--- config.mk ---
export PLATFORM = sky130hd
export DESIGN_NAME = positive_four_neighbor_sum
export DESIGN_NICKNAME = d
export VERILOG_FILES = /design/src/pfns_pkg.sv /design/src/pfns_cell.sv /design/src/pfns_outq.sv /design/src/positive_four_neighbor_sum.sv
export SDC_FILE = /design/constraint.sdc
export NUM_CORES = 2
export LEC_CHECK = 0
export BUFFER_PORTS_ARGS = -buffer_cell sky130_fd_sc_hd__buf_4
export CAP_MARGIN = 10
export CORE_ASPECT_RATIO = 0.5
export CORE_MARGIN = 2
export CORE_UTILIZATION = 55
export CTS_CLUSTER_SIZE = 24
export DETAILED_ROUTE_END_ITERATION = 8
export PLACE_DENSITY = 0.73
export SYNTH_ARGS = -nofsm -noshare
export SYNTH_HDL_FRONTEND = slang
export SYNTH_HIERARCHICAL = 1
export SYNTH_SLANG_ARGS = --single-unit
--- constraint.sdc ---
create_clock -name clk -period 100.6 [get_ports clk]
set_input_delay 5.03 -clock clk [delete_from_list [all_inputs] [get_ports clk]]
set_output_delay 5.03 -clock clk [all_outputs]
set_load 0.005 [all_outputs]
--- src/pfns_pkg.sv ---
// shared constants, result type and helpers for the positive four-neighbor sum block
package pfns_pkg;

  localparam int MAX_COLS   = 128;
  localparam int MAX_ROWS   = 128;
  localparam int DATA_WIDTH = 16;

  localparam int CFG_W     = 8;
  localparam int SUM_W     = 17;
  localparam int IDX_W     = 7;
  localparam int COL_W     = (MAX_COLS > 1) ? $clog2(MAX_COLS) : 1;
  localparam int COL_LIM_W = $clog2(MAX_COLS + 1);
  localparam int ROW_W     = (MAX_ROWS > 1) ? $clog2(MAX_ROWS) : 1;
  localparam int ROW_LIM_W = $clog2(MAX_ROWS + 1);

  // result queue sizing
  localparam int MAX_RESULTS = 3;
  localparam int QDEPTH      = 4;
  localparam int QPTR_W      = $clog2(QDEPTH);
  localparam int QCNT_W      = $clog2(QDEPTH + 1);

  // configuration register indexes
  localparam int CFG_IDX_W = 1;
  typedef enum logic [CFG_IDX_W-1:0] {
    REG_NUM_ROWS = 1'b0,
    REG_NUM_COLS = 1'b1
  } reg_index_t;

  // one result item
  typedef struct packed {
    logic [SUM_W-1:0] sum;
    logic [IDX_W-1:0] row;
    logic [IDX_W-1:0] col;
    logic             last_item;
    logic             last_frame;
  } result_t;

  // strictly positive part of a two's complement sample
  function automatic logic [SUM_W-1:0] pos_part(input logic [DATA_WIDTH-1:0] v);
    return v[DATA_WIDTH-1] ? '0 : SUM_W'(v);
  endfunction

endpackage

--- src/pfns_cell.sv ---
// one line-store cell: a column slot of the previous and the older row
module pfns_cell import pfns_pkg::*; (
  input  logic                  clk,
  input  logic                  shift,
  input  logic                  head,
  input  logic [DATA_WIDTH-1:0] in_a,
  input  logic [DATA_WIDTH-1:0] in_b,
  input  logic [DATA_WIDTH-1:0] prev_a,
  input  logic [DATA_WIDTH-1:0] prev_b,
  output logic [DATA_WIDTH-1:0] a,
  output logic [DATA_WIDTH-1:0] b
);

  // the head cell loads the new sample, the others take their neighbor
  always_ff @(posedge clk) begin
    if (shift) begin
      a <= head ? in_a : prev_a;
      b <= head ? in_b : prev_b;
    end
  end

endmodule

--- src/pfns_outq.sv ---
// result queue: takes up to three results per pixel, hands out one per transfer
module pfns_outq import pfns_pkg::*; (
  input  logic                   clk,
  input  logic                   rst,
  input  logic                   push,
  input  logic [MAX_RESULTS-1:0] cand_valid,
  input  result_t                cand [MAX_RESULTS],
  output logic                   space_ok,
  output logic                   out_valid,
  input  logic                   out_ready,
  output result_t                out_data
);

  result_t             slots [QDEPTH];
  logic [QPTR_W-1:0]   wr_ptr;
  logic [QPTR_W-1:0]   rd_ptr;
  logic [QCNT_W-1:0]   count;
  logic [QPTR_W-1:0]   off [MAX_RESULTS];
  logic [QCNT_W-1:0]   push_n;
  logic                pop;

  // pack valid candidates in order
  always_comb begin
    logic [QCNT_W-1:0] acc;
    acc = '0;
    for (int j = 0; j < MAX_RESULTS; j++) begin
      off[j] = QPTR_W'(acc);
      acc    = acc + QCNT_W'(cand_valid[j]);
    end
    push_n = push ? acc : '0;
  end

  assign pop       = out_valid && out_ready;
  assign out_valid = (count != '0);
  assign out_data  = slots[rd_ptr];
  assign space_ok  = (count <= QCNT_W'(QDEPTH - MAX_RESULTS));

  // storage
  always_ff @(posedge clk) begin
    for (int j = 0; j < MAX_RESULTS; j++) begin
      if (push && cand_valid[j]) begin
        slots[wr_ptr + off[j]] <= cand[j];
      end
    end
  end

  // pointers and fill count
  always_ff @(posedge clk) begin
    if (rst) begin
      wr_ptr <= '0;
      rd_ptr <= '0;
      count  <= '0;
    end else begin
      wr_ptr <= wr_ptr + QPTR_W'(push_n);
      rd_ptr <= rd_ptr + QPTR_W'(pop);
      count  <= count + push_n - QCNT_W'(pop);
    end
  end

endmodule

--- src/positive_four_neighbor_sum.sv ---
// top level: sum of strictly positive four-neighbors over a raster-order matrix
//
//   channel   signals                                           direction
//   input     in_valid, in_ready, pixel_value                   in
//   output    out_valid, out_ready, neighbor_sum, row_index,    out
//             col_index, last_of_item, last_of_frame
//   config    cfg_wr_en, cfg_index, cfg_data                    in
//
// one pixel per cycle while in_ready is high; results leave one per cycle, while
// out_ready is high, from a four-entry queue; pixels of the last row give up to
// two results each (three for the final pixel); input is taken only while the
// queue has room for three; results are registered in the queue on pixel transfer
// reset clears counters and the queue; dimensions return to one by one
// line stores are two chains of cells whose active length follows num_cols
module positive_four_neighbor_sum import pfns_pkg::*; (
  input  logic                  clk,
  input  logic                  rst,
  input  logic                  cfg_wr_en,
  input  logic [CFG_IDX_W-1:0]  cfg_index,
  input  logic [CFG_W-1:0]      cfg_data,
  input  logic                  in_valid,
  output logic                  in_ready,
  input  logic signed [DATA_WIDTH-1:0] pixel_value,
  output logic                  out_valid,
  input  logic                  out_ready,
  output logic [SUM_W-1:0]      neighbor_sum,
  output logic [IDX_W-1:0]      row_index,
  output logic [IDX_W-1:0]      col_index,
  output logic                  last_of_item,
  output logic                  last_of_frame
);

  logic [ROW_LIM_W-1:0]  rows_lim;
  logic [COL_LIM_W-1:0]  cols_lim;
  logic [COL_W-1:0]      head_pos;
  logic [ROW_W-1:0]      row_cnt;
  logic [COL_W-1:0]      col_cnt;
  logic [DATA_WIDTH-1:0] d1;
  logic [DATA_WIDTH-1:0] d2;
  logic [DATA_WIDTH-1:0] ax;
  logic [DATA_WIDTH-1:0] line_a [MAX_COLS];
  logic [DATA_WIDTH-1:0] line_b [MAX_COLS];
  logic [DATA_WIDTH-1:0] a_last;
  logic [DATA_WIDTH-1:0] a_sec;
  logic [DATA_WIDTH-1:0] b_last;
  logic [DATA_WIDTH-1:0] pix;

  logic                   in_fire;
  logic                   last_row;
  logic                   last_col;
  logic                   row_nz;
  logic                   row_gt1;
  logic                   col_nz;
  logic                   col_gt1;
  logic [MAX_RESULTS-1:0] cand_valid;
  result_t                cand [MAX_RESULTS];
  result_t                out_data;

  function automatic logic [ROW_LIM_W-1:0] clamp_rows(input logic [CFG_W-1:0] v);
    if (v == '0) return ROW_LIM_W'(1);
    if (32'(v) > MAX_ROWS) return ROW_LIM_W'(MAX_ROWS);
    return ROW_LIM_W'(v);
  endfunction

  function automatic logic [COL_LIM_W-1:0] clamp_cols(input logic [CFG_W-1:0] v);
    if (v == '0) return COL_LIM_W'(1);
    if (32'(v) > MAX_COLS) return COL_LIM_W'(MAX_COLS);
    return COL_LIM_W'(v);
  endfunction

  assign pix     = pixel_value;
  assign in_fire = in_valid && in_ready;

  // position flags
  assign last_row = (ROW_LIM_W'(row_cnt) == rows_lim - ROW_LIM_W'(1));
  assign last_col = (COL_LIM_W'(col_cnt) == cols_lim - COL_LIM_W'(1));
  assign row_nz   = (row_cnt != '0);
  assign row_gt1  = (row_cnt > ROW_W'(1));
  assign col_nz   = (col_cnt != '0);
  assign col_gt1  = (col_cnt > COL_W'(1));

  // taps at the fixed end of the chain
  assign a_last = line_a[MAX_COLS-1];
  assign a_sec  = line_a[MAX_COLS-2];
  assign b_last = line_b[MAX_COLS-1];

  // chain of line-store cells, loaded at head_pos
  for (genvar i = 0; i < MAX_COLS; i++) begin : g_cell
    logic [DATA_WIDTH-1:0] prev_a;
    logic [DATA_WIDTH-1:0] prev_b;
    if (i == 0) begin : g_first
      assign prev_a = pix;
      assign prev_b = a_last;
    end else begin : g_rest
      assign prev_a = line_a[i-1];
      assign prev_b = line_b[i-1];
    end
    pfns_cell u_cell (
      .clk    (clk),
      .shift  (in_fire),
      .head   (head_pos == COL_W'(i)),
      .in_a   (pix),
      .in_b   (a_last),
      .prev_a (prev_a),
      .prev_b (prev_b),
      .a      (line_a[i]),
      .b      (line_b[i])
    );
  end

  // recent samples of the current row and the one just past the line store
  always_ff @(posedge clk) begin
    if (in_fire) begin
      d1 <= pix;
      d2 <= d1;
      ax <= a_last;
    end
  end

  // result candidates for this pixel
  always_comb begin
    cand_valid[0] = row_nz;
    cand_valid[1] = last_row && col_nz;
    cand_valid[2] = last_row && last_col;

    // element above the current pixel
    cand[0].sum = pos_part(pix)
                + (row_gt1 ? pos_part(b_last) : '0)
                + (col_nz ? pos_part(ax) : '0)
                + (!last_col ? pos_part(a_sec) : '0);
    cand[0].row        = IDX_W'(row_cnt - ROW_W'(1));
    cand[0].col        = IDX_W'(col_cnt);
    cand[0].last_item  = !cand_valid[1] && !cand_valid[2];
    cand[0].last_frame = 1'b0;

    // last row, element to the left
    cand[1].sum = pos_part(pix)
                + (col_gt1 ? pos_part(d2) : '0)
                + (row_nz ? pos_part(ax) : '0);
    cand[1].row        = IDX_W'(row_cnt);
    cand[1].col        = IDX_W'(col_cnt - COL_W'(1));
    cand[1].last_item  = !cand_valid[2];
    cand[1].last_frame = 1'b0;

    // bottom-right element
    cand[2].sum = (col_nz ? pos_part(d1) : '0)
                + (row_nz ? pos_part(a_last) : '0);
    cand[2].row        = IDX_W'(row_cnt);
    cand[2].col        = IDX_W'(col_cnt);
    cand[2].last_item  = 1'b1;
    cand[2].last_frame = 1'b1;
  end

  pfns_outq u_outq (
    .clk        (clk),
    .rst        (rst),
    .push       (in_fire),
    .cand_valid (cand_valid),
    .cand       (cand),
    .space_ok   (in_ready),
    .out_valid  (out_valid),
    .out_ready  (out_ready),
    .out_data   (out_data)
  );

  assign neighbor_sum  = out_data.sum;
  assign row_index     = out_data.row;
  assign col_index     = out_data.col;
  assign last_of_item  = out_data.last_item;
  assign last_of_frame = out_data.last_frame;

  // configuration registers and raster position
  always_ff @(posedge clk) begin
    if (rst) begin
      rows_lim <= ROW_LIM_W'(1);
      cols_lim <= COL_LIM_W'(1);
      head_pos <= COL_W'(MAX_COLS - 1);
      row_cnt  <= '0;
      col_cnt  <= '0;
    end else if (cfg_wr_en) begin
      case (reg_index_t'(cfg_index))
        REG_NUM_ROWS: begin
          rows_lim <= clamp_rows(cfg_data);
        end
        REG_NUM_COLS: begin
          cols_lim <= clamp_cols(cfg_data);
          head_pos <= COL_W'(MAX_COLS - int'(clamp_cols(cfg_data)));
        end
        default: begin
        end
      endcase
      row_cnt <= '0;
      col_cnt <= '0;
    end else if (in_fire) begin
      if (last_col) begin
        col_cnt <= '0;
        row_cnt <= last_row ? '0 : row_cnt + ROW_W'(1);
      end else begin
        col_cnt <= col_cnt + COL_W'(1);
      end
    end
  end

  // frame end returns the raster position to the origin
  a_frame_wrap: assert property (@(posedge clk) disable iff (rst)
    in_fire && last_row && last_col |=> row_cnt == '0 && col_cnt == '0)
    else $error("position did not wrap at frame end");

  // rows between the first and the last give exactly one result per pixel
  a_one_result_mid: assert property (@(posedge clk) disable iff (rst)
    in_fire && row_nz && !last_row |-> $countones(cand_valid) == 1)
    else $error("wrong result count for a middle row pixel");

  // the bottom-right result always closes its pixel's results
  a_frame_end_last: assert property (@(posedge clk) disable iff (rst)
    out_valid && last_of_frame |-> last_of_item)
    else $error("frame end result not marked last of item");

endmodule
==> summary.md <==
| Metric | Value |
|---|---|
| CP cell instances | `buf_4, nand2_1, inv_8, buf_4, buf_4, buf_4, buf_4, buf_4, buf_4, buf_4` |
| Outcome | `completed` |
| Placer Congestion | `0.825` |
| Final Cycle Share | `0.115` |
| Post-synth EDFFs | `4276` |
| Hpwl dp | `234000 µm` |
| Die Height | `441 µm` |
| Pwr Density | `24.4 nW/µm²` |
| Clock transition at path regs | `0.06 ns` |
| Cell mode on critical path | `buf_4` |
| Fin crit period | `11.61 ns` |
| ANT nets after route | `0` |
| DR iter-0 viols | `10600` |
| CP max FO | `113` |
| Site Rows | `160` |
| Critical Path RT | `101.14 ns` |
| Vias in the first global route | `94000` |
| IO Count | `65` |
| Pleak | `79.6 nW` |
| GRT Residual Overflow | `0` |
| Synthesized instance count | `10600` |
| Post-CTS Setup Inserts | `0` |
| Placeable Area | `380000 µm²` |
| Critical path start-end classification | `input port to register` |
| H-tree levels | `5` |
| Final setup viols | `0` |
| Routed vias | `95500` |
| TritonCTS clock tree | `done` |
| CP endpoint kind | `register` |
| Slowest stage cell, crit path | `buf_4` |
| Max_slew headroom | `0.108` |
| CP bufs+invs | `9` |
| Antenna violations before repair | `5` |
| Sequential-to-total area share from yosys stat | `0.615` |
| Total Routed Length | `425000 µm` |
| Commonest cells post-synth | `edfxtp_1 (4276), mux2_4 (3840), buf_12 (392), mux2_2 (256), nor2_1 (179)` |
| Total track usage | `0.213` |
| P_int | `4.09 mW` |
| Hold Vio Cnt, Final | `0` |
| Combinational fraction of design power | `0.206` |
| VDD IR-drop max | `0.0179 mV` |
| CTS Hold Bufs | `0` |
| Critical path startpoint category | `input port` |
| Number of I/O port buffers | `64` |
| Flop pwr share | `0.525` |
| Psw | `1.35 mW` |
| Yosys warns | `6` |
| Delay-heaviest family, CP | `buffers and inverters` |
| Yosys top cell area share | `0.611` |
| Chip Width | `878 µm` |
| RSZ-0062 raised after global routing | `no` |
| Switching share of power | `0.248` |
| Slew @ Worst Pin | `1.34 ns` |
| First-pass GRT wire length | `631000 µm` |
| Max-Cap Viols | `0` |
| Final setup TNS | `0 ns` |
| Post-synth cell types | `83` |
| DRT Pass-1 Iters | `8` |
| Total CTS buffers | `388` |
| Max Freq | `86.1 MHz` |
| Final net count | `10900` |
| Post-Syn Area | `210000 µm²` |
| Largest net degree at the start of global routing | `195` |
| Flops & latches, synth | `4319` |
| Routed wire per std cell | `26.3 µm` |
| Vias/cell | `5.92` |
| Worst path max stage delay | `0.98 ns` |
| Mapped Avg Cell Area | `19.8 µm²` |
| Clock power share | `0.269` |
| HP Class | `register to register` |
| Maximum clock insertion buffer count | `4` |
| WHS | `0.442 ns` |
| Clock Sinks | `4319` |
| Layout cells sized above 1 | `0.473` |
| Root Driver | `clkbuf_16` |
| Clock Latency Late Sink | `0.95 ns` |
| Area Growth Syn to Fin | `6.09%` |
| Pins Over Slew Limit | `0` |
| Clock skew | `0.0422 ns` |
| Synth area leader | `edfxtp_1` |
| Post-CTS resize count | `0` |
| Top-count cell post-synth | `edfxtp_1` |
| Initial core utilization | `0.552` |
| Die ar. | `387000 µm²` |
| Largest cells by area after synthesis | `edfxtp_1 (61%), mux2_4 (27%), buf_12 (3.7%), mux2_2 (1.4%), buf_6 (0.71%)` |
| # DRC | `0` |
| Main flop type after synthesis | `edfxtp_1` |
| Async SR Flop Fraction | `0` |
| Critical Path AT | `12.15 ns` |
## state kept, by name (all words and copies together) (netlist names)
name and count:
rows_lim 8, ax 16, d2 16, g_cell.u_cell/a 2048
u_outq/rd_ptr 2, g_cell.u_cell/b 2048, row_cnt 7, cols_lim 8
u_outq/count 3, u_outq/wr_ptr 2, col_cnt 7, head_pos 6
d1 16, u_outq/slots 132
## worst paths after layout
| check | slack (ns) | startpoint | cells after the start | to |
|---|---|---|---|---|
| worst min register to register | 0.44 | d1[0] | 0 | d2[0] |
| worst min-delay path | 0.44 | d1[0] | 0 | d2[0] |
| worst max register to register | 92.54 | u_outq/count[2] | 10 | g_cell[86].u_cell/b[10] |
| worst max-delay path | 88.99 | in_valid | 10 | g_cell[86].u_cell/b[10] |
## through the flow
stage	total power [mW]	utilization	cell area, µm²	cells	worst slack [ns]
after floorplan	5.35	-	210000	10600	1.81
after global placement	3.96	0.554	211000	15400	88.28
after detailed placement	3.99	0.554	211000	15400	88.10
after CTS	5.46	0.586	223000	16100	89.10
after global routing	5.64	0.586	223000	16100	88.56
final	5.43	0.586	223000	16100	88.99
## layer usage
| layer | vias up | wire (µm) | track usage |
|---|---|---|---|
| met3 | 588 | 29900 | 0.0359 |
| li1 | 41400 | - | - |
| met4 | 0 | 8280 | 0.0436 |
| met5 | - | 0 | 0 |
| met2 | 3272 | 181000 | 0.308 |
| met1 | 50300 | 206000 | 0.339 |
## kinds of logic (layout without fill, tap and decap cells)
group	count (synthesis)	in the layout	share of synthesized area
buffers and inverters	782	1179	0.0496
adders and majority gates	111	111	0.00836
other	2	22	0.0000358
AOI/OAI and AO/OA	418	418	0.0125
DFF	4319	4319	0.615
xor gates and xnor gates	79	79	0.00362
and+or+nand+nor	780	780	0.0185
muxes	4130	4130	0.292
## placed cells by master (no fill, tap or decap), types with 84 or more instances in the layout
cell and n:
mux2_2 256, nand2_1 110, buf_4 333, edfxtp_1 4276, clkinv_1 84, inv_1 114, mux2_4 3840, nor2_4 128
nor3_1 145, nand3_1 148, clkbuf_16 392, o21ai_0 147, a31oi_1 115
## cell type report
type | count | area (µm²)
Inverter | 115 | 439
Antenna cell | 2 | 5.00
Clock inverter | 225 | 2030
Fill cell | 27100 | 157000
Sequential cell | 4319 | 129000
Tap cell | 5103 | 6380
Clock buffer | 472 | 10100
Multi-Input combinational cell | 5538 | 71500
Timing Repair Buffer | 367 | 3090
## power groups by stage
stage                     Clock (mW)  Sequential, mW  Combinational (mW)
after floorplan                    0            4.54               0.812
after global placement             0            2.87                1.09
after detailed placement           0            2.88                1.11
after CTS                       1.49            2.86                1.12
after global routing            1.56            2.90                1.19
final                           1.46            2.85                1.12
Note: power is estimated with default switching activity, not from simulation.
